`src/design/rns_pkg.sv`:
```
// Package for the recurrent network step core: payload structs, action and
// transfer codes, and the piecewise-linear curve tables.
// Depends on nothing; used by every module of the core.
package rns_pkg;

    localparam int FRAC = 12;

    typedef enum logic [1:0] {
        ACT_WEIGHT   = 2'd0,
        ACT_BIAS     = 2'd1,
        ACT_TRANSFER = 2'd2,
        ACT_STEP     = 2'd3
    } action_t;

    typedef enum logic [1:0] {
        TF_IDENTITY = 2'd0,
        TF_SIGMOID  = 2'd1,
        TF_TANH     = 2'd2,
        TF_INVALID  = 2'd3
    } transfer_t;

    localparam logic STATUS_OK       = 1'b0;
    localparam logic STATUS_REJECTED = 1'b1;

    typedef struct packed {
        logic [1:0]         action;
        logic [5:0]         target_neuron;
        logic [5:0]         source_neuron;
        logic signed [15:0] param_value;
        logic [1:0]         transfer_code;
    } req_t;

    typedef struct packed {
        logic [5:0]         neuron_index;
        logic signed [15:0] neuron_output;
        logic               status;
        logic               last;
    } rsp_t;

    // Positive half of the curves, f(x)*4096 at x = 0, 0.25, ..., 8.
    function automatic logic [12:0] sig_pos(input logic [5:0] k);
        logic [12:0] r;
        case (k)
            6'd0: r = 13'd2048;  6'd1: r = 13'd2303;  6'd2: r = 13'd2550;
            6'd3: r = 13'd2782;  6'd4: r = 13'd2994;  6'd5: r = 13'd3184;
            6'd6: r = 13'd3349;  6'd7: r = 13'd3490;  6'd8: r = 13'd3608;
            6'd9: r = 13'd3705;  6'd10: r = 13'd3785; 6'd11: r = 13'd3850;
            6'd12: r = 13'd3902; 6'd13: r = 13'd3943; 6'd14: r = 13'd3976;
            6'd15: r = 13'd4002; 6'd16: r = 13'd4022; 6'd17: r = 13'd4038;
            6'd18: r = 13'd4051; 6'd19: r = 13'd4061; 6'd20: r = 13'd4069;
            6'd21: r = 13'd4075; 6'd22: r = 13'd4079; 6'd23: r = 13'd4083;
            6'd24: r = 13'd4086; 6'd25: r = 13'd4088; 6'd26: r = 13'd4090;
            6'd27: r = 13'd4091; 6'd28: r = 13'd4092; 6'd29: r = 13'd4093;
            6'd30: r = 13'd4094; 6'd31: r = 13'd4094;
            default: r = 13'd4095;
        endcase
        return r;
    endfunction

    function automatic logic [12:0] tanh_pos(input logic [5:0] k);
        logic [12:0] r;
        case (k)
            6'd0: r = 13'd0;     6'd1: r = 13'd1003;  6'd2: r = 13'd1893;
            6'd3: r = 13'd2602;  6'd4: r = 13'd3119;  6'd5: r = 13'd3475;
            6'd6: r = 13'd3707;  6'd7: r = 13'd3856;  6'd8: r = 13'd3949;
            6'd9: r = 13'd4006;  6'd10: r = 13'd4041; 6'd11: r = 13'd4063;
            6'd12: r = 13'd4076; 6'd13: r = 13'd4084; 6'd14: r = 13'd4089;
            6'd15: r = 13'd4091; 6'd16: r = 13'd4093; 6'd17: r = 13'd4094;
            6'd18: r = 13'd4095; 6'd19: r = 13'd4095;
            default: r = 13'd4096;
        endcase
        return r;
    endfunction

    // Breakpoint k of 0..64 over [-8, 8]; the negative half is mirrored.
    function automatic logic signed [13:0] curve_point(input logic [6:0] k,
                                                       input logic is_tanh);
        logic [5:0]  m;
        logic [12:0] p;
        if (k >= 7'd32)
            m = 6'(k - 7'd32);
        else
            m = 6'(7'd32 - k);
        p = is_tanh ? tanh_pos(m) : sig_pos(m);
        if (k >= 7'd32)
            return $signed({1'b0, p});
        else if (is_tanh)
            return -$signed({1'b0, p});
        else
            return 14'sd4096 - $signed({1'b0, p});
    endfunction

endpackage

```
`src/design/rns_cell.sv`:
```
// One cell of the accumulation chain: holds one neuron's bias, transfer code,
// output and weight row, and a multiply-accumulate. Depends on rns_pkg.
module rns_cell #(
    parameter int NEURONS     = 16,
    parameter int VALUE_WIDTH = 16,
    parameter int IDXW        = 4
) (
    input  logic                          clk,
    input  logic                          rst_n,
    input  logic                          wr_weight,
    input  logic                          wr_bias,
    input  logic                          wr_code,
    input  logic [IDXW-1:0]               wr_src,
    input  logic signed [VALUE_WIDTH-1:0] wr_value,
    input  logic [1:0]                    wr_code_value,
    input  logic                          clear,       // load bias into accumulator
    input  logic                          mac,         // accumulate one product
    input  logic [IDXW-1:0]               src,         // source index this cycle
    input  logic signed [VALUE_WIDTH-1:0] src_out,     // old output circulating in
    output logic signed [VALUE_WIDTH-1:0] my_out,      // this cell's stored output
    input  logic                          load_out,
    input  logic signed [VALUE_WIDTH-1:0] new_out,
    output logic signed [63:0]            acc,
    output logic [1:0]                    code
);
    localparam logic signed [63:0] ACC_MAX = 64'sh3FFF_FFFF_FFFF_FFFF;
    localparam logic signed [63:0] ACC_MIN = -64'sh4000_0000_0000_0000;

    logic signed [VALUE_WIDTH-1:0] weight_reg [NEURONS];
    logic signed [VALUE_WIDTH-1:0] bias_reg;
    logic [1:0]                    code_reg;
    logic signed [VALUE_WIDTH-1:0] out_reg;
    logic signed [63:0]            acc_reg, acc_next;
    logic signed [2*VALUE_WIDTH-1:0] prod_reg;
    logic                          prod_v_reg;
    logic signed [64:0]            sum;

    always_comb
    begin
        sum = 65'(acc_reg) + 65'(prod_reg);
        if (sum > 65'(ACC_MAX))
            acc_next = ACC_MAX;
        else if (sum < 65'(ACC_MIN))
            acc_next = ACC_MIN;
        else
            acc_next = sum[63:0];
    end

    always_ff @(posedge clk or negedge rst_n)
    begin
        if (!rst_n)
        begin
            for (int i = 0; i < NEURONS; i++)
                weight_reg[i] <= '0;
            bias_reg   <= '0;
            code_reg   <= rns_pkg::TF_IDENTITY;
            out_reg    <= '0;
            acc_reg    <= '0;
            prod_reg   <= '0;
            prod_v_reg <= 1'b0;
        end
        else
        begin
            if (wr_weight)
                weight_reg[wr_src] <= wr_value;
            if (wr_bias)
                bias_reg <= wr_value;
            if (wr_code)
                code_reg <= wr_code_value;
            if (load_out)
                out_reg <= new_out;
            prod_v_reg <= mac;
            if (mac)
                prod_reg <= weight_reg[src] * src_out;
            if (clear)
                acc_reg <= 64'(bias_reg) <<< rns_pkg::FRAC;
            else if (prod_v_reg)
                acc_reg <= acc_next;
        end
    end

    assign my_out = out_reg;
    assign acc    = acc_reg;
    assign code   = code_reg;
endmodule

```
`config.mk`:
```
export PLATFORM = sky130hd
export DESIGN_NAME = rns_cell
export DESIGN_NICKNAME = d
export VERILOG_FILES = /design/src/design/rns_pkg.sv /design/src/design/rns_cell.sv
export SDC_FILE = /design/constraint.sdc
export NUM_CORES = 1
export LEC_CHECK = 0
export CAP_MARGIN = 0
export CORE_MARGIN = 2
export CORE_UTILIZATION = 62
export DETAILED_ROUTE_END_ITERATION = 10
export DONT_BUFFER_PORTS = 1
export PLACE_DENSITY = 0.78
export SLEW_MARGIN = 20
export SYNTH_ARGS = -nofsm -noshare
export SYNTH_HDL_FRONTEND = slang
export SYNTH_SLANG_ARGS = --single-unit
```
`constraint.sdc`:
```
create_clock -name clk -period 10.7 [get_ports clk]
set_input_delay 0.535 -clock clk [delete_from_list [all_inputs] [get_ports clk]]
set_output_delay 0.535 -clock clk [all_outputs]
set_load 0.1 [all_outputs]
```
==> results.cfg <==
[yosys]
synth_edf_count = 0
syn_area_um2 = 30700
synthCells = 2801
seq_area_frac_synth_pct = 31.5
postSynthAreaPerCell_um2 = 11.0
yosysWarnings = 0
syn_nets = 3276
synth_ff_type = dfrtp_1
ys_seq_elements = 387
synthDistinctLibCells = 78
synth-async-reset-ratio_pct = 100

[worst_setup_path]
cp.required_ns = 11.15
critPathKind = register to register
startpoint_type = register
r2r_end = prod_reg[31]
r2r_cells = 23
reg2reg_slack_ns = 2.76
path_max_fanout = 16
r2r_start = weight_reg[7]
critPathCaptureType = register
crit_start = weight_reg[7]
cp-endpoint = prod_reg[31]
cp.arrival_ns = 8.40

[grt]
grt_max_degree = 388
antenna_found_initial = 2
gr-usage-all-layers_pct = 30.5
grt_pass1_vias = 22310
grt_overflow = 0
grt_pass1_wl_mm = 121

[routing]
drtAntennaViolNets = 0
wl_mm = 75.7
drtPass1Iterations = 7
wl_per_cell_um = 22.2
via_count = 21095
drt_iter0_markers = 1645
drc = 0
via_per_inst = 6.20

[sta]
relSlewSlack_pct = 23.4
fin_tns_setup_ns = 0
slew_viol_final = 0
final-hold-violation-count = 0
rsz0062_at_grt = false
fin_crit_sh_pct = 74.2
setup_viol = 0
worst_pin_slew_ns = 1.15
fmax_mhz = 126
fin_worst_skew_ns = 0.0334
min_period_ns = 7.94

[final_layout]
instances_no_fill = 3403
largest_reg_flops = 256
drive_above_1_share_pct = 20.0
fin_nets = 3186
fillCellCount = 3636
syn2layout_area_growth_pct = 6.00

[min_path]
hold_class = primary input to register

[cts]
clock_latency_ns = 0.60
cts_root_buffer = clkbuf_16
cts_buffers = 42
clk_pin_slew_ns = 0.06
post-cts-setup-buffer-count = 0
cts_tree = done
clockBufferDepth = 3
htree_levels = 2
cts.sinks = 387

[floorplan]
design.portCount = 148
die_h_um = 227
design.core.area_um2 = 49000
initial_utilization_pct = 62.8
rows = 81
die-area_um2 = 51300
dieWidth_um = 227

[flow_run]
max-cap-violations = 0

[place]
place.gp.congestion = 0.928
port_buffers = 0
place_inst = 3325
hpwlAfterDp_mm = 54.0

[status]
outcome = complete, no violations
==> critical path, stage by stage, from the launching register on <==
cell      delay, ns
dfrtp_1        0.37
mux4_2         0.48
mux4_2         0.74
and2_1         0.29
fa_1           0.50
inv_1          0.05
fa_1           0.45
fa_1           0.51
inv_1          0.05
fa_1           0.45
fa_1           0.51
inv_1          0.05
fa_1           0.47
inv_1          0.04
ha_1           0.35
and3_1         0.20
nand3_1        0.13
or4_1          0.62
a211oi_1       0.44
o21ai_0        0.22
a41oi_1        0.36
nor4_1         0.10
mux2i_1        0.14
mux2_2         0.27
==> cell usage in the layout (no fill, tap or decap), types with 23 or more instances in the layout <==
master     synthesis  final
dfrtp_1          387    387
inv_1            346    346
mux2_2           315    315
fa_1             263    263
nand2_1          229    229
ha_1             146    146
a21oi_1          130    130
and2_1           127    127
nor2_1           108    107
mux4_2            80     80
o21ai_0           58     58
a21o_1            56     56
xnor2_1           53     53
clkbuf_16          0     42
xor2_1            39     39
o211ai_2          29     29
nand3_1           26     26
nand4_1           23     23
nor3_1            23     23
==> worst min path at each step <==
stage,startpoint,depth (start not counted),end
floorplan,rst_n,0,acc[0]
global placement,rst_n,0,my_out[5]
detailed placement,rst_n,0,weight_reg[50]
CTS,clear,1,acc[5]
global route,clear,1,acc[5]
finish,clear,1,acc[5]
==> routing by layer <==
metal / global-route usage (%) / vias up / wire length [um]
li1: - / 9278 / -
met1: 39.5 / 10903 / 30000
met2: 51.4 / 743 / 37600
met3: 5.40 / 171 / 5270
met4: 11.6 / 0 / 2840
met5: 0 / - / 0
==> synth_stat cells (all sizes together) (6+ instances only) <==
cell | count | area share, %
nor4 | 8 | 0.16
xor2 | 39 | 1.1
o31ai | 8 | 0.20
or3 | 6 | 0.12
a21o | 56 | 1.4
a31oi | 8 | 0.16
buf | 37 | 0.73
and3 | 6 | 0.12
a21oi | 132 | 2.2
nand2 | 230 | 2.8
and2 | 129 | 2.6
a221oi | 6 | 0.17
nand3 | 26 | 0.42
nor3 | 25 | 0.44
o21ai | 63 | 1.1
xnor2 | 53 | 1.5
nor2b | 7 | 0.14
o21bai | 17 | 0.42
dfrtp | 387 | 32
nand2b | 16 | 0.33
clkbuf | 117 | 1.4
a221o | 6 | 0.20
o22ai | 19 | 0.39
o211ai | 37 | 1.4
nand4 | 23 | 0.47
mux2 | 315 | 12
fa | 263 | 17
ha | 146 | 5.9
a211oi | 24 | 0.72
inv | 346 | 4.2
nor2 | 110 | 1.4
mux4 | 80 | 5.9
==> stage by stage <==
step	setup slack, ns	hold slack (ns)	utilization (%)	area (um2)
finish	2.76	0.0174	66.5	32600
global route	2.42	0.00759	66.5	32600
CTS	2.78	0.000767	66.4	32500
detailed placement	2.65	0.257	63.3	31000
global placement	2.71	0.254	63.3	31000
floorplan	2.25	0.239	-	30700
==> area by class of cell <==
cell class | instances | area, um2 | area share, %
inverter | 347 | 1300 | 4.00
clock inverter | 16 | 269 | 0.826
tap | 664 | 831 | 2.55
sequential | 387 | 9680 | 29.7
timing repair buffer | 20 | 218 | 0.669
multi-input combinational | 1913 | 19100 | 58.6
antenna | 1 | 2.50 | 0.00768
clock buffer | 55 | 1180 | 3.62
==> repair_timing <==
action	in CTS	in global routing
gates resized for setup	0	0
hold endpoints to repair	394	35
hold buffers	3	1
==> kinds of logic (layout without fill, tap and decap cells) <==
| logic type | Yosys count | in the layout | synth area share, % |
|---|---|---|---|
| simple gates | 606 | 606 | 9.58 |
| buf+inv | 501 | 438 | 6.41 |
| fa+ha+maj | 409 | 409 | 23.1 |
| compound gates | 409 | 409 | 9.31 |
| mux | 397 | 397 | 17.5 |
| flops | 387 | 387 | 31.5 |
| xor+xnor | 92 | 92 | 2.62 |
| other cells | 0 | 1 | 0 |
Power is not shown: default switching activity piles up to over one toggle a cycle in this logic, so the estimate is an artifact.
