**config.mk**
```make
export PLATFORM = sky130hd
export DESIGN_NAME = rns_curve
export DESIGN_NICKNAME = d
export VERILOG_FILES = /design/src/design/rns_pkg.sv /design/src/design/rns_curve.sv
export SDC_FILE = /design/constraint.sdc
export NUM_CORES = 1
export LEC_CHECK = 0
export ABC_AREA = 1
export BUFFER_PORTS_ARGS = -buffer_cell sky130_fd_sc_hd__buf_2
export CELL_PAD_IN_SITES_DETAIL_PLACEMENT = 0
export CELL_PAD_IN_SITES_GLOBAL_PLACEMENT = 1
export CORE_MARGIN = 4
export CORE_UTILIZATION = 46
export CTS_BUF_LIST = sky130_fd_sc_hd__clkbuf_2
export CTS_CLUSTER_DIAMETER = 30
export CTS_CLUSTER_SIZE = 25
export DETAILED_ROUTE_END_ITERATION = 8
export MAX_ROUTING_LAYER = met4
export PLACE_DENSITY = 0.88
export SLEW_MARGIN = 30
export SYNTH_ARGS = -nofsm -noshare
export SYNTH_HDL_FRONTEND = slang
export SYNTH_SLANG_ARGS = --single-unit
```
**constraint.sdc**
```tcl
create_clock -name clk -period 11.2 [get_ports clk]
set_input_delay 0 -clock clk [delete_from_list [all_inputs] [get_ports clk]]
set_output_delay 0 -clock clk [all_outputs]
set_load 0.01 [all_outputs]
```
**src/design/rns_pkg.sv**
```systemverilog
// Package for the recurrent network step core: payload structs, action and
// transfer codes, and the piecewise-linear curve tables.
// Depends on nothing; used by every module of the core.
package rns_pkg;

    localparam int FRAC = 12;

    typedef enum logic [1:0] {
        ACT_WEIGHT   = 2'd0,
        ACT_BIAS     = 2'd1,
        ACT_TRANSFER = 2'd2,
        ACT_STEP     = 2'd3
    } action_t;

    typedef enum logic [1:0] {
        TF_IDENTITY = 2'd0,
        TF_SIGMOID  = 2'd1,
        TF_TANH     = 2'd2,
        TF_INVALID  = 2'd3
    } transfer_t;

    localparam logic STATUS_OK       = 1'b0;
    localparam logic STATUS_REJECTED = 1'b1;

    typedef struct packed {
        logic [1:0]         action;
        logic [5:0]         target_neuron;
        logic [5:0]         source_neuron;
        logic signed [15:0] param_value;
        logic [1:0]         transfer_code;
    } req_t;

    typedef struct packed {
        logic [5:0]         neuron_index;
        logic signed [15:0] neuron_output;
        logic               status;
        logic               last;
    } rsp_t;

    // Positive half of the curves, f(x)*4096 at x = 0, 0.25, ..., 8.
    function automatic logic [12:0] sig_pos(input logic [5:0] k);
        logic [12:0] r;
        case (k)
            6'd0: r = 13'd2048;  6'd1: r = 13'd2303;  6'd2: r = 13'd2550;
            6'd3: r = 13'd2782;  6'd4: r = 13'd2994;  6'd5: r = 13'd3184;
            6'd6: r = 13'd3349;  6'd7: r = 13'd3490;  6'd8: r = 13'd3608;
            6'd9: r = 13'd3705;  6'd10: r = 13'd3785; 6'd11: r = 13'd3850;
            6'd12: r = 13'd3902; 6'd13: r = 13'd3943; 6'd14: r = 13'd3976;
            6'd15: r = 13'd4002; 6'd16: r = 13'd4022; 6'd17: r = 13'd4038;
            6'd18: r = 13'd4051; 6'd19: r = 13'd4061; 6'd20: r = 13'd4069;
            6'd21: r = 13'd4075; 6'd22: r = 13'd4079; 6'd23: r = 13'd4083;
            6'd24: r = 13'd4086; 6'd25: r = 13'd4088; 6'd26: r = 13'd4090;
            6'd27: r = 13'd4091; 6'd28: r = 13'd4092; 6'd29: r = 13'd4093;
            6'd30: r = 13'd4094; 6'd31: r = 13'd4094;
            default: r = 13'd4095;
        endcase
        return r;
    endfunction

    function automatic logic [12:0] tanh_pos(input logic [5:0] k);
        logic [12:0] r;
        case (k)
            6'd0: r = 13'd0;     6'd1: r = 13'd1003;  6'd2: r = 13'd1893;
            6'd3: r = 13'd2602;  6'd4: r = 13'd3119;  6'd5: r = 13'd3475;
            6'd6: r = 13'd3707;  6'd7: r = 13'd3856;  6'd8: r = 13'd3949;
            6'd9: r = 13'd4006;  6'd10: r = 13'd4041; 6'd11: r = 13'd4063;
            6'd12: r = 13'd4076; 6'd13: r = 13'd4084; 6'd14: r = 13'd4089;
            6'd15: r = 13'd4091; 6'd16: r = 13'd4093; 6'd17: r = 13'd4094;
            6'd18: r = 13'd4095; 6'd19: r = 13'd4095;
            default: r = 13'd4096;
        endcase
        return r;
    endfunction

    // Breakpoint k of 0..64 over [-8, 8]; the negative half is mirrored.
    function automatic logic signed [13:0] curve_point(input logic [6:0] k,
                                                       input logic is_tanh);
        logic [5:0]  m;
        logic [12:0] p;
        if (k >= 7'd32)
            m = 6'(k - 7'd32);
        else
            m = 6'(7'd32 - k);
        p = is_tanh ? tanh_pos(m) : sig_pos(m);
        if (k >= 7'd32)
            return $signed({1'b0, p});
        else if (is_tanh)
            return -$signed({1'b0, p});
        else
            return 14'sd4096 - $signed({1'b0, p});
    endfunction

endpackage

```
**src/design/rns_curve.sv**
```systemverilog
// Rounding, saturation and transfer function of one activity, registered.
// Depends on rns_pkg.
module rns_curve #(
    parameter int VALUE_WIDTH = 16
) (
    input  logic                          clk,
    input  logic signed [63:0]            acc,
    input  logic [1:0]                    code,
    output logic signed [VALUE_WIDTH-1:0] result
);
    localparam logic signed [63:0] VMAX = (64'sd1 <<< (VALUE_WIDTH - 1)) - 64'sd1;
    localparam logic signed [63:0] VMIN = -(64'sd1 <<< (VALUE_WIDTH - 1));

    logic signed [63:0] rnd, act;
    logic signed [VALUE_WIDTH-1:0] act_reg;
    logic [1:0]                    code_reg;
    logic signed [63:0]            y;
    logic [16:0]                   u;
    logic signed [13:0]            y0, y1;
    logic signed [25:0]            prod;
    logic                          is_tanh;

    always_comb
    begin
        rnd = (acc + 64'sd2048) >>> rns_pkg::FRAC;
        if (rnd > VMAX)
            act = VMAX;
        else if (rnd < VMIN)
            act = VMIN;
        else
            act = rnd;
    end

    always_ff @(posedge clk)
    begin
        act_reg  <= act[VALUE_WIDTH-1:0];
        code_reg <= code;
    end

    always_comb
    begin
        is_tanh = (code_reg == rns_pkg::TF_TANH);
        u       = '0;
        y0      = '0;
        y1      = '0;
        prod    = '0;
        if (64'(act_reg) < -64'sd32768)
            y = 64'(rns_pkg::curve_point(7'd0, is_tanh));
        else if (64'(act_reg) >= 64'sd32768)
            y = 64'(rns_pkg::curve_point(7'd64, is_tanh));
        else
        begin
            u    = 17'(64'(act_reg) + 64'sd32768);
            y0   = rns_pkg::curve_point({1'b0, u[15:10]}, is_tanh);
            y1   = rns_pkg::curve_point(7'({1'b0, u[15:10]} + 7'd1), is_tanh);
            prod = 26'(y1 - y0) * $signed({16'd0, u[9:0]});
            y    = 64'(y0) + (64'(prod + 26'sd512) >>> 10);
        end
        if (y > VMAX)
            y = VMAX;
        else if (y < VMIN)
            y = VMIN;
        if (code_reg == rns_pkg::TF_SIGMOID || code_reg == rns_pkg::TF_TANH)
            result = y[VALUE_WIDTH-1:0];
        else
            result = act_reg;
    end
endmodule

```
==> run summary, run 1 <==
crit-path max cell delay - 550 ps
largest net degree at the start of global routing - 20
hold_ws - 6.55 ps
TritonRoute pass-1 iters - 5
Worst slew margin - 47.2%
Max FO, Critical Path - 8
share of cells above drive strength 1 - 21.7%
Synth Cell Area - 0.0125 sq mm
CTS Buf Count - 3
number of port buffers - 71
fill cell count - 2673
cell taking the most area after synthesis - fa_1
CTS tree - built
Crit. End Element - primary output
Post-Place Cell Area - 0.0144 sq mm
DRT Wirelength - 38700 um
most frequent cells in the layout - nand2_1 (490), inv_1 (330), nor2_1 (242), buf_4 (189), fa_1 (138)
distinct cell type count after synthesis - 55
Final HPWL DP - 33100 um
layout overhead on the synthesized area - 21.2%
Critical path origin - act_reg[11]
via count - 13.1k
slowest cell on the critical path - fa_1
Max Buffers Root-to-Sink - 2
die area - 0.0299 sq mm
routability cong. - 0.943
largest cells by area after synthesis - fa_1 (23%), nand2_1 (15%), ha_1 (11%)
Setup CP Type - reg2out
EDFF count, synth - 0
n_diodes - 0
Async SR Flop Fraction - 0%
Hold Crit Class - in2reg
sequential area share after synthesis - 2.88%
H-tree depth - 1
share of the synthesized area in the top cell type - 22.6%
Nets - 2519
Final Cell Area - 0.0151 sq mm
initial antenna violation count - 0
routed vias/inst - 5.15
cell count after synthesis - 1967
CP required - 11200 ps
max reg flops - 16
minimum clock period - 10730 ps
start point of the worst hold path - acc[15]
Avg WL per Cell - 15.2 um
dominant synthesized flop cell - dfxtp_1
CP delay by family, top - adder cells
GRT Total Usage - 26.1%
Die Y - 173 um
fin crit share - 95.8%
CTS clk-pin slew, worst paths - 280 ps
starting DRC count in detailed routing - 865
Clock Sinks - 18
first-pass GRT wire length - 63200 um
f_max - 0.0932 GHz
status - finished, final reports clean
ANT nets after route - 0
most common cell after layout, fill and taps aside - nand2_1
CTS Root Cell - clkbuf_2
Max Slew Vio Count - 0
vias in the first global route - 12.9k
cell mode on critical path - fa_1
DP Worst Slack - 226 ps
Max Cap Viol - 0
#FFs+latches synth - 18
initial core utilization - 46.6%
Mapped Nets - 2283
DR DRC count - 0
Hold Violations, Final - 0
total core area - 0.0268 sq mm
Die W - 173 um
Worst-Margin Slew - 790 ps
Yosys warning count - 0
Worst EP arrival - 10730 ps
num rows - 60
final setup fails - 0
Syn Area/Cell - 6.35 sq um
# IOs - 83
CP Buf/Inv Count - 11
Setup WS post-layout - 473 ps
Setup crit start kind - flop
Congestion Overflow GR - 0
[routing by layer]
metal / part of all wire (%) / global-route usage [%] / vias to the layer above
met3: 4.4 / 2.56 / 66
li1: - / - / 6561
met4: 2.4 / 5.75 / 0
met2: 48 / 43.6 / 328
met1: 45 / 34.6 / 6152
met5: 0 / - / -
[tightest hold or removal path: stages]
cell and delay, ps:
buf_2 120, xnor2_1 70, inv_1 80, nand2_1 70, nand2_1 60
[path summary, 6_finish.rpt]
path	end	slack, ps	depth (start not counted)
worst min-delay path	act_reg[3]	7	5
worst max-delay path	result[1]	470	57
[cells by family (layout without fill, tap and decap cells)]
kind of cell    after synthesis  in the layout  share of synthesized area, %
fa+ha+maj                   249            249                          33.4
simple gates               1008           1008                          35.3
compound gates              195            195                          8.95
xor+xnor                     92             92                          6.57
flops                        18             18                          2.88
buf+inv                     405            640                          12.9
[synthesized netlist by cell type (17+ instances only)]
| cell type | instances |
|---|---|
| a21oi_1 | 84 |
| clkbuf_1 | 17 |
| dfxtp_1 | 18 |
| fa_1 | 141 |
| ha_1 | 108 |
| inv_1 | 335 |
| inv_2 | 28 |
| nand2_1 | 507 |
| nand2_2 | 26 |
| nand3_1 | 122 |
| nand4_1 | 21 |
| nor2_1 | 246 |
| nor3_1 | 33 |
| o21ai_0 | 49 |
| o21ai_1 | 17 |
| xnor2_1 | 23 |
| xor2_1 | 67 |
[stage by stage]
step | cells | util [%] | TNS (ps)
5_1_grt | 2543 | 56.5 | -1410
2_1_floorplan | 1967 | - | 0
3_5_place_dp | 2517 | 53.6 | 0
4_1_cts | 2526 | 54.0 | 0
3_3_place_gp | 2517 | 53.6 | 0
6_report | 2543 | 56.5 | 0
[final cells by class]
| type | count | area (sq um) | area share, % |
|---|---|---|---|
| Inverter | 364 | 1370 | 9.08 |
| Clock buffer | 3 | 15.0 | 0.0992 |
| Multi-Input combinational cell | 1544 | 11000 | 72.9 |
| Clock inverter | 1 | 3.75 | 0.0248 |
| Sequential cell | 18 | 372 | 2.45 |
| Timing Repair Buffer | 272 | 1910 | 12.6 |
| Tap cell | 341 | 427 | 2.82 |
[what timing repair did]
action,in CTS,in global routing
endpoints found under the hold margin,5,0
hold buffers,5,0
gates resized for setup,11,128
pin swaps,0,59
buffers inserted,0,17
cloned,0,1
setup endpoints to repair,15,16
Power of run 1 is left out: the tool's default activity adds up to more than one toggle a clock period on the data nets, which glitch-free logic cannot reach.
==> run 2, diff against run 1 <==
RECOVER_POWER = 50   (was default)
==> run 2 against run 1 <==
Count of clock-buffer cells in the layout unchanged. Sequential cell count unchanged. Utilization down 0.070 points. First-iteration DRC count is 6.9% higher. Fmax barely moved. Critical path type unchanged. Worst setup slack got worse by 2.0 ps. Final cell count unchanged. Non-clock buffer count is the same. Cell area is 0.12% lower.
==> run summary, run 2 (synthesis gave the netlist of run 1 again) <==
CTS Buf Count - 3 (unchanged)
cell mode on critical path - fa_1 (unchanged)
register area - 372 sq um (unchanged)
DP Worst Slack - 226 ps (unchanged)
first-pass GRT wire length - 63200 um (unchanged)
met3 Track Usage GR - 2.56% (unchanged)
final setup fails - 0 (unchanged)
# IOs - 83 (unchanged)
n_diodes - 0 (unchanged)
vias in the first global route - 12.9k (unchanged)
CTS tree - built (unchanged)
Nets - 2519 (unchanged)
TritonRoute pass-1 iters - 5 (unchanged)
fill cell count - 2679 (was 2673)
Die Y - 173 um (unchanged)
status - finished, final reports clean (unchanged)
Congestion Overflow GR - 0 (unchanged)
f_max - 0.0932 GHz (about the same)
most used routing layer - met2 (unchanged)
max reg flops - 16 (unchanged)
Worst-Margin Slew - 791 ps (was 790 ps)
initial core utilization - 46.6% (unchanged)
Worst slew margin - 47.2% (about the same)
die area - 0.0299 sq mm (unchanged)
H-tree depth - 1 (unchanged)
Hold Crit Class - in2reg (unchanged)
Die W - 173 um (unchanged)
starting DRC count in detailed routing - 925 (was 865)
DR DRC count - 0 (unchanged)
num rows - 60 (unchanged)
most frequent cells in the layout - nand2_1 (491), inv_1 (330), nor2_1 (244), buf_4 (189), fa_1 (138) (was nand2_1 (490), inv_1 (330), nor2_1 (242), buf_4 (189), fa_1 (138))
Setup WS post-layout - 471 ps (was 473 ps)
share of cells above drive strength 1 - 21.5% (was 21.7%)
Max Slew Vio Count - 0 (unchanged)
Max Buffers Root-to-Sink - 2 (unchanged)
routability cong. - 0.943 (unchanged)
largest net degree at the start of global routing - 20 (unchanged)
minimum clock period - 10730 ps (about the same)
Max Cap Viol - 0 (unchanged)
M1 GR Usage - 34.6% (unchanged)
fin crit share - 95.8% (about the same)
CTS clk-pin slew, worst paths - 280 ps (about the same)
Avg WL per Cell - 15.2 um (about the same)
ANT nets after route - 0 (unchanged)
Worst EP arrival - 10730 ps (about the same)
slowest cell on the critical path - fa_1 (unchanged)
GRT Total Usage - 26.1% (unchanged)
total core area - 0.0268 sq mm (unchanged)
via count - 13.1k (about the same)
crit-path max cell delay - 550 ps (about the same)
Final HPWL DP - 33100 um (unchanged)
initial antenna violation count - 0 (unchanged)
routed vias/inst - 5.16 (was 5.15)
CP required - 11200 ps (about the same)
number of port buffers - 71 (unchanged)
Critical path origin - act_reg[11] (unchanged)
Setup CP Type - reg2out (unchanged)
Crit. End Element - primary output (unchanged)
Clock Sinks - 18 (unchanged)
Max FO, Critical Path - 8 (unchanged)
CTS Root Cell - clkbuf_2 (unchanged)
Hold Violations, Final - 0 (unchanged)
most common cell after layout, fill and taps aside - nand2_1 (unchanged)
multi-input logic area - 0.0110 sq mm (about the same)
DRT Wirelength - 38800 um (was 38700 um)
Setup crit start kind - flop (unchanged)
GR Util met2 - 43.6% (unchanged)
start point of the worst hold path - acc[13] (was acc[15])
layout overhead on the synthesized area - 21.0% (was 21.2%)
-- run 2: worst max-delay path: cells and delay by family (launching register included) --
family	cells	cell delay [ps]
adder cells (fa/ha/maj)	10	3910
AO/OA/AOI/OAI	14	2120
AND/OR/NAND/NOR	18	1920
buffers and inverters	11	1330
XOR/XNOR	4	710
flip-flops	1	410
-- run 2: path summary, 6_finish.rpt --
| kind | end | slack (ps) | cells past startpoint |
|---|---|---|---|
| hold / removal | act_reg[1] | 10 | 6 |
| setup / recovery | result[1] | 470 | 57 |
-- run 2: through the flow --
step	instance area (sq um)	cells	setup TNS (ps)	util (%)	hold WS, ps
after floorplan	12500	1967	0	-	27.7
after global placement	14400	2517	0	53.6	114
after detailed placement	14400	2517	0	53.6	109
after CTS	14500	2526	0	54.0	5.39
after global routing	15100	2543	-1410	56.4	36.5
final	15100	2543	0	56.4	9.52
-- run 2: layer usage --
| layer | share of wire (%) | wire [um] | vias to the layer above |
|---|---|---|---|
| met3 | 4.6 | 1790 | 64 |
| met5 | 0 | 0 | - |
| met1 | 45 | 17400 | 6170 |
| li1 | - | - | 6559 |
| met2 | 48 | 18700 | 334 |
| met4 | 2.4 | 913 | 0 |
-- run 2: layout make-up --
class | count | share of cell area [%]
clock buffers | 3 | 0.0993
flip-flops and latches | 18 | 2.46
clock inverters | 1 | 0.0248
repair buffers | 272 | 12.7
multi-input cells | 1544 | 72.9
inverters | 364 | 9.09
well taps | 341 | 2.82
-- run 2: repair_timing --
action                     in CTS  in global routing
gates cloned                    0                  1
buffers inserted                0                 17
hold buffers                    5                  0
gates resized for setup        11                128
setup endpoints to repair      15                 16
pin swaps                       0                 59
hold endpoints to repair        5                  0
Power of run 2 is left out for the same reason.
